`src/hw/rtl/u8d_pkg.sv`:
```
// Shared types, constants and lookup functions for the UTF-8 automaton decoder.
package u8d_pkg;

    localparam int unsigned BYTE_W      = 8;
    localparam int unsigned CLASS_W     = 4;
    localparam int unsigned STATE_W     = 4;
    localparam int unsigned STATUS_W    = 2;
    localparam int unsigned CODE_W      = 21;
    localparam int unsigned STATE_COUNT = 9;
    localparam int unsigned CLASS_COUNT = 12;
    localparam int unsigned QUEUE_DEPTH = 2;

    localparam logic [STATE_W-1:0] ST_ACCEPT = 4'd0;
    localparam logic [STATE_W-1:0] ST_REJECT = 4'd1;

    localparam logic [STATUS_W-1:0] STATUS_COMPLETE = 2'd0;
    localparam logic [STATUS_W-1:0] STATUS_MORE     = 2'd1;
    localparam logic [STATUS_W-1:0] STATUS_REJECTED = 2'd2;

    localparam logic [BYTE_W-1:0] CONT_MASK = 8'h3f;
    localparam logic [BYTE_W-1:0] LEAD_MASK = 8'hff;

    typedef struct packed {
        logic [BYTE_W-1:0] byte_in;
        logic              restart;
    } t_in_item;

    typedef struct packed {
        logic [STATUS_W-1:0] status;
        logic [CODE_W-1:0]   codepoint;
    } t_out_item;

    // classified byte handed from front to back
    typedef struct packed {
        logic [BYTE_W-1:0]  byte_in;
        logic               restart;
        logic [CLASS_W-1:0] cls;
    } t_cls_item;

    localparam logic [STATE_W-1:0] NEXT_STATE_TBL [STATE_COUNT][CLASS_COUNT] = '{
        '{4'd0, 4'd1, 4'd2, 4'd3, 4'd5, 4'd8, 4'd7, 4'd1, 4'd1, 4'd1, 4'd4, 4'd6},
        '{4'd1, 4'd1, 4'd1, 4'd1, 4'd1, 4'd1, 4'd1, 4'd1, 4'd1, 4'd1, 4'd1, 4'd1},
        '{4'd1, 4'd0, 4'd1, 4'd1, 4'd1, 4'd1, 4'd1, 4'd0, 4'd1, 4'd0, 4'd1, 4'd1},
        '{4'd1, 4'd2, 4'd1, 4'd1, 4'd1, 4'd1, 4'd1, 4'd2, 4'd1, 4'd2, 4'd1, 4'd1},
        '{4'd1, 4'd1, 4'd1, 4'd1, 4'd1, 4'd1, 4'd1, 4'd2, 4'd1, 4'd1, 4'd1, 4'd1},
        '{4'd1, 4'd2, 4'd1, 4'd1, 4'd1, 4'd1, 4'd1, 4'd1, 4'd1, 4'd2, 4'd1, 4'd1},
        '{4'd1, 4'd1, 4'd1, 4'd1, 4'd1, 4'd1, 4'd1, 4'd3, 4'd1, 4'd3, 4'd1, 4'd1},
        '{4'd1, 4'd3, 4'd1, 4'd1, 4'd1, 4'd1, 4'd1, 4'd3, 4'd1, 4'd3, 4'd1, 4'd1},
        '{4'd1, 4'd3, 4'd1, 4'd1, 4'd1, 4'd1, 4'd1, 4'd1, 4'd1, 4'd1, 4'd1, 4'd1}
    };

    function automatic logic [CLASS_W-1:0] byte_class(input logic [BYTE_W-1:0] b);
        logic [CLASS_W-1:0] c;
        priority if (b <= 8'h7f) c = 4'd0;
        else if (b <= 8'h8f)     c = 4'd1;
        else if (b <= 8'h9f)     c = 4'd9;
        else if (b <= 8'hbf)     c = 4'd7;
        else if (b <= 8'hc1)     c = 4'd8;
        else if (b <= 8'hdf)     c = 4'd2;
        else if (b == 8'he0)     c = 4'd10;
        else if (b == 8'hed)     c = 4'd4;
        else if (b <= 8'hef)     c = 4'd3;
        else if (b == 8'hf0)     c = 4'd11;
        else if (b <= 8'hf3)     c = 4'd6;
        else if (b == 8'hf4)     c = 4'd5;
        else                     c = 4'd8;
        return c;
    endfunction

    function automatic logic [STATE_W-1:0] next_state(input logic [STATE_W-1:0] st,
                                                      input logic [CLASS_W-1:0] cls);
        logic [STATE_W-1:0] ns;
        if (st >= STATE_W'(STATE_COUNT) || cls >= CLASS_W'(CLASS_COUNT)) begin
            ns = ST_REJECT;
        end else begin
            ns = NEXT_STATE_TBL[st][cls];
        end
        return ns;
    endfunction

endpackage

```
`src/hw/rtl/u8d_front.sv`:
```
// Front stage: takes input bytes, looks up the character class, registers the result.
module u8d_front import u8d_pkg::*; (
    input  logic      i_clk,
    input  logic      i_rst_n,
    input  logic      i_in_valid,
    output logic      o_in_ready,
    input  t_in_item  i_in_item,
    output logic      o_push,
    input  logic      i_push_ready,
    output t_cls_item o_push_item
);

    logic      r_valid;
    t_cls_item r_item;

    assign o_in_ready  = !r_valid || i_push_ready;
    assign o_push      = r_valid;
    assign o_push_item = r_item;

    always_ff @(posedge i_clk) begin
        if (!i_rst_n) begin
            r_valid <= 1'b0;
        end else if (o_in_ready) begin
            r_valid <= i_in_valid;
        end
    end

    always_ff @(posedge i_clk) begin
        if (i_in_valid && o_in_ready) begin
            r_item.byte_in <= i_in_item.byte_in;
            r_item.restart <= i_in_item.restart;
            r_item.cls     <= byte_class(i_in_item.byte_in);
        end
    end

endmodule

```
`src/hw/rtl/u8d_queue.sv`:
```
// Small FIFO of classified bytes between the front and back stages.
module u8d_queue import u8d_pkg::*; #(
    parameter int unsigned DEPTH = QUEUE_DEPTH
) (
    input  logic      i_clk,
    input  logic      i_rst_n,
    input  logic      i_push,
    output logic      o_push_ready,
    input  t_cls_item i_push_item,
    output logic      o_pop_valid,
    input  logic      i_pop,
    output t_cls_item o_pop_item
);

    localparam int unsigned PTR_W = (DEPTH > 1) ? $clog2(DEPTH) : 1;
    localparam int unsigned CNT_W = $clog2(DEPTH + 1);
    localparam logic [PTR_W-1:0] LAST = PTR_W'(DEPTH - 1);

    t_cls_item        r_mem [DEPTH];
    logic [PTR_W-1:0] r_wr_ptr, n_wr_ptr;
    logic [PTR_W-1:0] r_rd_ptr, n_rd_ptr;
    logic [CNT_W-1:0] r_count, n_count;
    logic             do_push, do_pop;

    assign o_push_ready = (r_count != CNT_W'(DEPTH));
    assign o_pop_valid  = (r_count != '0);
    assign o_pop_item   = r_mem[r_rd_ptr];
    assign do_push      = i_push && o_push_ready;
    assign do_pop       = i_pop && o_pop_valid;

    always_comb begin
        n_wr_ptr = r_wr_ptr;
        n_rd_ptr = r_rd_ptr;
        n_count  = r_count;
        if (do_push) begin
            n_wr_ptr = (r_wr_ptr == LAST) ? '0 : r_wr_ptr + 1'b1;
        end
        if (do_pop) begin
            n_rd_ptr = (r_rd_ptr == LAST) ? '0 : r_rd_ptr + 1'b1;
        end
        if (do_push && !do_pop) begin
            n_count = r_count + 1'b1;
        end else if (do_pop && !do_push) begin
            n_count = r_count - 1'b1;
        end
    end

    always_ff @(posedge i_clk) begin
        if (!i_rst_n) begin
            r_wr_ptr <= '0;
            r_rd_ptr <= '0;
            r_count  <= '0;
        end else begin
            r_wr_ptr <= n_wr_ptr;
            r_rd_ptr <= n_rd_ptr;
            r_count  <= n_count;
        end
    end

    always_ff @(posedge i_clk) begin
        if (do_push) begin
            r_mem[r_wr_ptr] <= i_push_item;
        end
    end

endmodule

```
`src/hw/rtl/u8d_back.sv`:
```
// Back stage: automaton state and accumulator update, registered result.
module u8d_back import u8d_pkg::*; (
    input  logic      i_clk,
    input  logic      i_rst_n,
    input  logic      i_pop_valid,
    output logic      o_pop,
    input  t_cls_item i_pop_item,
    output logic      o_out_valid,
    input  logic      i_out_ready,
    output t_out_item o_out_item
);

    logic [STATE_W-1:0] r_state, n_state;
    logic [CODE_W-1:0]  r_acc, n_acc;
    logic               r_out_valid;
    t_out_item          r_out_item;
    logic [STATE_W-1:0] cur_state;
    logic [BYTE_W-1:0]  lead_bits;
    logic [STATUS_W-1:0] n_status;

    assign o_pop       = i_pop_valid && (!r_out_valid || i_out_ready);
    assign o_out_valid = r_out_valid;
    assign o_out_item  = r_out_item;

    always_comb begin
        cur_state = i_pop_item.restart ? ST_ACCEPT : r_state;
        // lead byte payload: the class doubles as the mask shift
        lead_bits = (LEAD_MASK >> i_pop_item.cls) & i_pop_item.byte_in;
        if (cur_state != ST_ACCEPT) begin
            n_acc = {r_acc[CODE_W-7:0], i_pop_item.byte_in[5:0] & CONT_MASK[5:0]};
        end else begin
            n_acc = CODE_W'(lead_bits);
        end
        n_state = next_state(cur_state, i_pop_item.cls);
        priority if (n_state == ST_ACCEPT) n_status = STATUS_COMPLETE;
        else if (n_state == ST_REJECT)     n_status = STATUS_REJECTED;
        else                               n_status = STATUS_MORE;
    end

    always_ff @(posedge i_clk) begin
        if (!i_rst_n) begin
            r_state     <= ST_ACCEPT;
            r_acc       <= '0;
            r_out_valid <= 1'b0;
        end else begin
            if (o_pop) begin
                r_state <= n_state;
                r_acc   <= n_acc;
            end
            if (!r_out_valid || i_out_ready) begin
                r_out_valid <= i_pop_valid;
            end
        end
    end

    always_ff @(posedge i_clk) begin
        if (o_pop) begin
            r_out_item.status    <= n_status;
            r_out_item.codepoint <= n_acc;
        end
    end

endmodule

```
`src/hw/rtl/utf8_dfa_decoder_unit.sv`:
```
// Top level of the UTF-8 automaton decoder: front stage, queue and back stage.
//
//   channel  direction  handshake                 payload
//   input    in         i_in_valid / o_in_ready   i_in_item  (byte_in, restart)
//   output   out        o_out_valid / i_out_ready o_out_item (status, codepoint)
//
// One byte per cycle sustained while the output accepts results; each result passes the
// class register, the queue and the result register before it can transfer out.
// Reset is synchronous: automaton goes to accept, accumulator to zero, all stages empty.
// The queue lets the front keep taking bytes while the output stalls, until it fills.
module utf8_dfa_decoder_unit import u8d_pkg::*; #(
    parameter int unsigned DEPTH = QUEUE_DEPTH
) (
    input  logic      i_clk,
    input  logic      i_rst_n,
    input  logic      i_in_valid,
    output logic      o_in_ready,
    input  t_in_item  i_in_item,
    output logic      o_out_valid,
    input  logic      i_out_ready,
    output t_out_item o_out_item
);

    logic      push, push_ready, pop_valid, pop;
    t_cls_item push_item, pop_item;

    u8d_front u_front (
        .i_clk        (i_clk),
        .i_rst_n      (i_rst_n),
        .i_in_valid   (i_in_valid),
        .o_in_ready   (o_in_ready),
        .i_in_item    (i_in_item),
        .o_push       (push),
        .i_push_ready (push_ready),
        .o_push_item  (push_item)
    );

    u8d_queue #(
        .DEPTH (DEPTH)
    ) u_queue (
        .i_clk        (i_clk),
        .i_rst_n      (i_rst_n),
        .i_push       (push),
        .o_push_ready (push_ready),
        .i_push_item  (push_item),
        .o_pop_valid  (pop_valid),
        .i_pop        (pop),
        .o_pop_item   (pop_item)
    );

    u8d_back u_back (
        .i_clk       (i_clk),
        .i_rst_n     (i_rst_n),
        .i_pop_valid (pop_valid),
        .o_pop       (pop),
        .i_pop_item  (pop_item),
        .o_out_valid (o_out_valid),
        .i_out_ready (i_out_ready),
        .o_out_item  (o_out_item)
    );

endmodule
```
`config.mk`:
```
export PLATFORM = sky130hd
export DESIGN_NAME = utf8_dfa_decoder_unit
export DESIGN_NICKNAME = d
export VERILOG_FILES = /design/src/hw/rtl/u8d_pkg.sv /design/src/hw/rtl/u8d_front.sv /design/src/hw/rtl/u8d_queue.sv /design/src/hw/rtl/u8d_back.sv /design/src/hw/rtl/utf8_dfa_decoder_unit.sv
export SDC_FILE = /design/constraint.sdc
export NUM_CORES = 1
export LEC_CHECK = 0
export ABC_CLOCK_PERIOD_IN_PS = 5150
export BUFFER_PORTS_ARGS = -buffer_cell sky130_fd_sc_hd__buf_2
export CAP_MARGIN = 20
export CORE_AREA = 10 10 90 92
export DETAILED_ROUTE_END_ITERATION = 16
export DIE_AREA = 0 0 100 102
export PLACE_DENSITY_LB_ADDON = 0.12
export SLEW_MARGIN = 10
export SYNTH_ARGS = -nofsm -noshare
export SYNTH_HDL_FRONTEND = slang
export SYNTH_HIERARCHICAL = 1
export SYNTH_SLANG_ARGS = --single-unit
```
`constraint.sdc`:
```
create_clock -name i_clk -period 5.15 [get_ports i_clk]
set_input_delay 1.03 -clock i_clk [delete_from_list [all_inputs] [get_ports i_clk]]
set_output_delay 1.03 -clock i_clk [all_outputs]
set_load 0.03 [all_outputs]
```
==> results by group, run 1 <==
Die
  – I/O Pins: 38
  – Die Area: 10200 um2
  – Die width: 100 um
  – Core area: 6280 um2
  – Die Y: between 100 and 150 um
  – Initial Util: 61.5%
  – FP Rows: 29

Synthesis
  – Most instantiated cells after synthesis: edfxtp_1 (62), nand2_1 (30), dfxtp_1 (26)
  – Yosys Warn Count: 6
  – Syn nets: 324
  – Number of synthesized flops with an enable pin: 62
  – Synthesized instance count: 310
  – Top-area cell type share of the netlist area: 48.2%
  – Seq/Total Area, Yosys: 61.7%
  – Ys flop type: edfxtp_1
  – Async SR Flop Fraction: 0%
  – Average cell area after synthesis: 12.5 um2
  – Flops & latches, synth: 88
  – Post-synth cell types: 55
  – Count leader, synth: edfxtp_1
  – Post-synth top area cell: edfxtp_1
  – Cell Area, Synth: 3860 um2
  – Top post-synthesis cells by area: edfxtp_1 (48%), dfxtp_1 (13%), mux2_2 (3.8%)

STA
  – Final Slew Violations: 0
  – Unrepaired setup endpoints after global routing: no
  – Final setup vio count: 0
  – Fmax: 390 MHz
  – Hold violation count in the final report: 0
  – Worst-margin pin slew: between 0.5 and 0.6 ns
  – Slew HR: between 60 and 70%
  – Final Skew: 0.0188 ns
  – Hold Slack: ~0.44 ns
  – Period utilisation layout: between 40% and 50%
  – Fin crit period: 2.57 ns
  – Setup TNS: 0 ns

Routing
  – DR pass1 iterations: 4
  – Via density: 5.54
  – DRC: 0
  – Routed WL: 6.41 mm
  – Initial DRC count: 84
  – Detail Route Antenna Nets: 0
  – DR WL/cell: 15.2 um
  – Vias: 2343

Pwr
  – PwrDens: between 500 and 600 nW/um2
  – Worst IR Drop VDD: 425 uV
  – Clk pwr share: 19.5%
  – Logic pwr share: 36.7%
  – Tot Pwr: ~2.4 mW
  – Internal: 1.51 mW
  – Switching Fraction: 37.9%
  – Seq pwr share: between 40% and 50%
  – Leakage power: 1.56 nW
  – Switch Pwr: 0.921 mW

Cells and area
  – Final instance area: 4230 um2
  – Area Growth Syn to Fin: 9.63%
  – # nets final: 355
  – Layout Cells excl Fill: 423
  – Layout cells sized above 1: 23.4%
  – Number of diodes: 0
  – Fill count: about 470

Worst setup path
  – CP endpoint kind: flop
  – Worst reg-to-reg setup slack: 2.58 ns
  – CP bufs+invs: 0
  – WP data arrival: 2.68 ns
  – CP max stage cell: dfxtp_1
  – Worst path depth: 5
  – Crit Path Max Fanout: 15
  – Cell chain of the critical path: mux2_2 > maj3_2 > nor2b_4 > or4_4 > and4b_1
  – Top delay family on crit path: simple AND/OR/NAND/NOR gates
  – Worst r2r path cells: 5
  – Critical path launch point type: flop
  – CP peak stage delay: 0.67 ns
  – Critical path type: flop to flop
  – Worst Path Required: 5.26 ns
  – R2R Path End: u_back/o_out_item[22]

Global route
  – Total GRT Usage: approximately an eighth
  – GR Overflow Total: 0
  – Initial antenna violation count: 0
  – First-pass GRT wire length: ~11 mm
  – Pin count of the biggest net entering global routing: 43
  – Vias in the first global route: 2271

Place
  – Port bufs: 37
  – Final HPWL from detailed placement: 4.43 mm
  – DP Area: 4030 um2
  – RePlAce Congestion: 0.794
  – Placed cell count: 407

Clocking
  – CTS Hold Bufs: 0
  – H-tree depth: 3
  – Post-CTS sizing: 0
  – Clock sink total: 88
  – Clk slew on worst S/H paths: roughly 0.09 ns
  – TritonCTS clock tree: yes
  – Clk root buf: clkbuf_8
  – Clk buf depth: 2
  – Num CTS Buffers: 9
  – Post CTS Setup Buffer Count: 0
  – Clock Latency Late Sink: 0.35 ns

Min path
  – Worst hold endpoint: u_queue/r_mem[1][2]
  – Hold path depth: 0
  – Hold_sp: u_front/o_push_item[2]
  – Hold Crit Class: flop to flop

Outcome
  – Run status: finished, final reports clean

Job
  – Max-Cap Viols: 0
-- worst reg2reg max path, stage by stage (launching register included) --
cell     delay [ns]
dfxtp_1        0.67
mux2_2         0.53
maj3_2         0.32
nor2b_4        0.12
or4_4          0.48
and4b_1        0.21
-- metal layers --
metal | GRT usage [%] | part of all wire [%] | up-vias
met3 | 4.39 | 5.5 | 4
met1 | 16.4 | 45 | 1102
met2 | 20.7 | 49 | 47
met5 | 0 | 0 | -
met4 | 5.00 | 0.83 | 0
li1 | - | - | 1190
-- how the worst max path moves through the flow --
stage,start,endpoint,slack [ns]
2_1_floorplan,i_out_ready,u_queue/r_count[1],1.81
3_3_place_gp,i_out_ready,u_queue/r_count[1],2.39
3_5_place_dp,i_out_ready,u_queue/r_count[1],2.32
4_1_cts,flop,u_back/o_out_item[22],2.56
5_1_grt,flop,u_back/o_out_item[22],2.43
6_report,flop,u_back/o_out_item[22],2.58
-- final cells by class --
class	instances	area (um2)	area share (%)
Sequential cell	88	2380	56.3
Multi-Input combinational cell	193	1320	31.1
Inverter	10	37.5	0.887
Clock buffer	9	124	2.93
Clock inverter	7	76.3	1.80
Timing Repair Buffer	39	200	4.73
Tap cell	77	96.3	2.28
-- metrics by stage --
step           setup slack [ns]  util, %
2_1_floorplan              1.81        -
3_5_place_dp               2.32     64.2
5_1_grt                    2.43     67.4
3_3_place_gp               2.39     64.2
4_1_cts                    2.56     67.4
6_report                   2.58     67.4
-- sequential cells by signal, indices dropped and copies added, names as in the netlist, named ones only --
register	count
u_queue/r_mem	26
u_back/o_out_item	23
u_back/r_acc	15
u_front/o_push_item	13
u_back/r_state	4
u_queue/r_count	2
u_back/o_out_valid	1
u_front/o_push	1
u_queue/r_rd_ptr	1
u_queue/r_wr_ptr	1
-- power by group through the flow --
| stage | combinational, mW | sequential, mW | clock [mW] |
|---|---|---|---|
| after floorplan | 0.530 | 1.26 | 0 |
| after global placement | 0.885 | 1.07 | 0 |
| after global routing | 0.976 | 1.08 | 0.518 |
| final | 0.890 | 1.06 | 0.474 |
| after detailed placement | 0.899 | 1.08 | 0 |
| after CTS | 0.902 | 1.07 | 0.490 |
-- cells in the final DEF (no fill, tap or decap), types with 6 or more instances in the layout --
master,synthesis,final
inv_1,10,10
nor2b_1,10,10
edfxtp_1,62,62
a31oi_1,8,8
nor2_1,9,9
o21a_1,6,6
clkbuf_8,1,9
buf_2,2,37
nand2_1,30,30
and2_1,18,18
mux2_2,13,13
nand2b_1,8,8
o21ai_0,15,15
a21boi_0,14,14
dfxtp_1,26,26
-- kinds of logic (layout without fill, tap and decap cells) --
logic type / count (synthesis) / count (layout) / synth area share [%]
fa+ha+maj: 2 / 2 / 0.616
mux: 18 / 18 / 5.09
simple gates: 102 / 102 / 15.3
xor+xnor: 4 / 4 / 0.908
buf+inv: 29 / 65 / 4.21
compound gates: 67 / 67 / 12.1
flops: 88 / 88 / 61.7
(Power assumes the default switching activity.)
==> run 2, diff against run 1 <==
--- a/config.mk
+++ b/config.mk
@@ -5,12 +5,13 @@
 export SDC_FILE = /design/constraint.sdc
 export NUM_CORES = 1
 export LEC_CHECK = 0
-export ABC_CLOCK_PERIOD_IN_PS = 5150
+export ABC_AREA = 1
+export ABC_CLOCK_PERIOD_IN_PS = 2100
 export BUFFER_PORTS_ARGS = -buffer_cell sky130_fd_sc_hd__buf_2
 export CAP_MARGIN = 20
-export CORE_AREA = 10 10 90 92
+export CORE_AREA = 10 10 97 99
 export DETAILED_ROUTE_END_ITERATION = 16
-export DIE_AREA = 0 0 100 102
+export DIE_AREA = 0 0 107 109
 export PLACE_DENSITY_LB_ADDON = 0.12
 export SLEW_MARGIN = 10
 export SYNTH_ARGS = -nofsm -noshare
==> constraint.sdc (replaced) <==
create_clock -name i_clk -period 2.1 [get_ports i_clk]
set_input_delay 0.42 -clock i_clk [delete_from_list [all_inputs] [get_ports i_clk]]
set_output_delay 0.42 -clock i_clk [all_outputs]
set_load 0.03 [all_outputs]
==> results by group, run 2 <==
Routing
  – Initial DRC count: 75 (was 84)
  – Detail Route Antenna Nets: 0 (unchanged)
  – DR WL/cell: 12.4 um (was 15.2 um)
  – Routed WL: 6.58 mm (was 6.41 mm)
  – Vias: 2602 (was 2343)
  – Metal2 WL: 3.18 mm (was 3.11 mm)
  – DRC: 0 (unchanged)
  – Highest metal used: met4 (unchanged)
  – M1 wire length: 2.85 mm (was 2.89 mm)
  – DR pass1 iterations: 4 (unchanged)
  – Via density: 4.92 (was 5.54)
  – Met3 wire len: 337 um (was 355 um)

Cells and area
  – Number of flip-flops in the largest register: 26 (unchanged)
  – Area Growth Syn to Fin: 13.8% (was 9.63%)
  – Number of diodes: 0 (unchanged)
  – Most frequent cells in the layout: nand2_1 (65), edfxtp_1 (62), inv_1 (56), nor2_1 (45), buf_2 (37) (was edfxtp_1 (62), buf_2 (37), nand2_1 (30), dfxtp_1 (26), and2_1 (18))
  – Largest register by flop count: u_queue/r_mem (unchanged)
  – Layout cells sized above 1: 23.4% (about the same)
  – Most common cell after layout, fill and taps aside: nand2_1 (was edfxtp_1)
  – # nets final: 436 (was 355)
  – Fin util: 58.3% (was 67.4%)

Worst setup path
  – CP endpoint kind: flop (unchanged)
  – Critical path launch point type: flop (unchanged)
  – Worst r2r path cells: 8 (was 5)
  – R2R Path End: u_back/o_out_item[6] (was u_back/o_out_item[22])
  – WP data arrival: 2.07 ns (was 2.68 ns)
  – Crit Path Max Fanout: 12 (was 15)
  – Critical path type: flop to flop (unchanged)
  – Worst Path Required: 2.19 ns (was 5.26 ns)
  – Worst reg-to-reg setup slack: 0.12 ns (was 2.58 ns)
  – Worst setup path end: u_back/o_out_item[6] (was u_back/o_out_item[22])

STA
  – Setup ws final: 0.122 ns (was 2.58 ns)
  – Worst-margin pin slew: 0.504 ns (was 0.591 ns)
  – Fmax: 506 MHz (was 390 MHz)
  – Final Skew: 0.0150 ns (was 0.0188 ns)
  – Hold violation count in the final report: 0 (unchanged)
  – Slew HR: 66.4% (was 60.6%)
  – Setup TNS: 0 ns (unchanged)
  – Unrepaired setup endpoints after global routing: no (unchanged)
  – Period utilisation layout: 94.2% (was 49.8%)
  – Final Slew Violations: 0 (unchanged)
  – Final setup vio count: 0 (unchanged)
  – Fin crit period: 1.98 ns (was 2.57 ns)

Place
  – RePlAce Congestion: 0.842 (was 0.794)
  – Port bufs: 37 (unchanged)
  – Final HPWL from detailed placement: 4.88 mm (was 4.43 mm)
  – Pre-CTS setup slack: 0.105 ns (was 2.32 ns)

Die
  – Die Area: 11700 um2 (was 10200 um2)
  – FP Rows: 32 (was 29)
  – I/O Pins: 38 (unchanged)
  – Die Y: 109 um (was 102 um)
  – Initial Util: 51.3% (was 61.5%)
  – Die width: 107 um (was 100 um)
  – Core area: 7530 um2 (was 6280 um2)

Synthesis
  – Async SR Flop Fraction: 0% (unchanged)
  – Cell Area, Synth: 3860 um2 (about the same)
  – Post-synth top area cell: edfxtp_1 (unchanged)
  – Average cell area after synthesis: 10.3 um2 (was 12.5 um2)
  – Top post-synthesis cells by area: edfxtp_1 (48%), dfxtp_1 (13%), nand2_1 (6.3%) (was edfxtp_1 (48%), dfxtp_1 (13%), mux2_2 (3.8%))
  – Yosys Warn Count: 6 (unchanged)
  – Flops & latches, synth: 88 (unchanged)
  – Ys flop type: edfxtp_1 (unchanged)
  – Synthesized instance count: 374 (was 310)
  – Top-area cell type share of the netlist area: 48.2% (about the same)
  – Count leader, synth: nand2_1 (was edfxtp_1)
  – Post-synth cell types: 32 (was 55)
  – Number of synthesized flops with an enable pin: 62 (unchanged)
  – Seq/Total Area, Yosys: 61.7% (about the same)
  – Syn nets: 388 (was 324)
  – Most instantiated cells after synthesis: nand2_1 (65), edfxtp_1 (62), inv_1 (56) (was edfxtp_1 (62), nand2_1 (30), dfxtp_1 (26))

Clocking
  – Post CTS Setup Buffer Count: 0 (unchanged)
  – Clk slew on worst S/H paths: 0.09 ns (about the same)
  – H-tree depth: 3 (unchanged)
  – Clk root buf: clkbuf_8 (unchanged)
  – CTS Hold Bufs: 0 (unchanged)
  – Clock sink total: 88 (unchanged)
  – Num CTS Buffers: 9 (unchanged)
  – Post-CTS sizing: 0 (unchanged)
  – Clock Latency Late Sink: 0.35 ns (about the same)
  – Clk buf depth: 2 (unchanged)
  – TritonCTS clock tree: yes (unchanged)

Pwr
  – Worst IR Drop VDD: 486 uV (was 425 uV)
  – PwrDens: 1390 nW/um2 (was 574 nW/um2)
  – Leakage power: 1.93 nW (was 1.56 nW)
  – Tot Pwr: 6.09 mW (was 2.43 mW)

Global route
  – Vias in the first global route: 2510 (was 2271)
  – Pin count of the biggest net entering global routing: 52 (was 43)
  – Total GRT Usage: 11.9% (was 13.1%)
  – Initial antenna violation count: 0 (unchanged)
  – First-pass GRT wire length: 11.1 mm (was 10.9 mm)
  – GR Overflow Total: 0 (unchanged)

Outcome
  – Run status: finished, final reports clean (unchanged)

Min path
  – Hold Crit Class: input pin to flop (was flop to flop)

Job
  – Max-Cap Viols: 0 (unchanged)
-- run 2: changes by cell type after synthesis, sizes merged, moves of 6 or more --
| cell | previous run | this run |
|---|---|---|
| a21boi | 15 | 3 |
| a21oi | 5 | 21 |
| a31oi | 8 | 0 |
| and2 | 18 | 0 |
| clkbuf | 10 | 4 |
| inv | 10 | 58 |
| nand2 | 30 | 73 |
| nand2b | 9 | 0 |
| nand3 | 1 | 21 |
| nor2 | 9 | 48 |
| nor2b | 11 | 0 |
| o21ai | 16 | 28 |
-- run 2: worst min path at each step --
stage / start / end / cells past startpoint
floorplan: u_front/o_push_item[0] / u_queue/r_mem[0][0] / 0
global placement: u_front/o_push_item[2] / u_queue/r_mem[0][2] / 0
detailed placement: u_front/o_push_item[4] / u_queue/r_mem[1][4] / 0
CTS: i_in_item[0] / u_front/o_push_item[4] / 1
global route: i_in_item[0] / u_front/o_push_item[4] / 1
finish: i_in_item[0] / u_front/o_push_item[4] / 1
-- run 2: area by class of cell --
type	count	area, um2
fill	676	3140
inverter	58	218
timing repair buffer	46	253
multi-input combinational	219	1190
clock buffer	10	149
clock inverter	6	67.6
sequential	88	2380
tap	102	128
-- run 2: logic make-up (layout without fill, tap and decap cells) --
group,after synthesis,after routing,synth area share [%]
mux,13,13,4.77
simple gates,148,148,17.2
compound gates,57,57,8.66
fa+ha+maj,1,1,0.324
buf+inv,67,120,7.33
flops,88,88,61.7
-- run 2: report_power, final --
group / internal (mW) / switching [mW]
combinational: 0.714 / 1.58
clock: 0.541 / 0.648
sequential: 2.43 / 0.184
total: 3.69 / 2.41
-- run 2: critical path: stages, from the launching register on --
cell     delay (ns)
dfxtp_2        0.37
mux2_4         0.34
inv_2          0.15
o21ai_4        0.10
nand2_4        0.16
inv_1          0.13
or2_2          0.29
o21ai_0        0.11
inv_1          0.07
-- run 2: per-stage QoR --
stage	hold WS, ns	area [um2]	std cells
after floorplan	0.421	3860	374
after global placement	0.424	4170	513
after detailed placement	0.430	4170	513
after CTS	0.221	4390	529
after global routing	0.222	4390	529
final	0.245	4390	529
-- run 2: metal layers --
layer	vias to the layer above	global-route usage, %
li1	1329	-
met1	1190	13.2
met2	62	19.8
met3	21	3.36
met4	0	7.64
met5	-	0
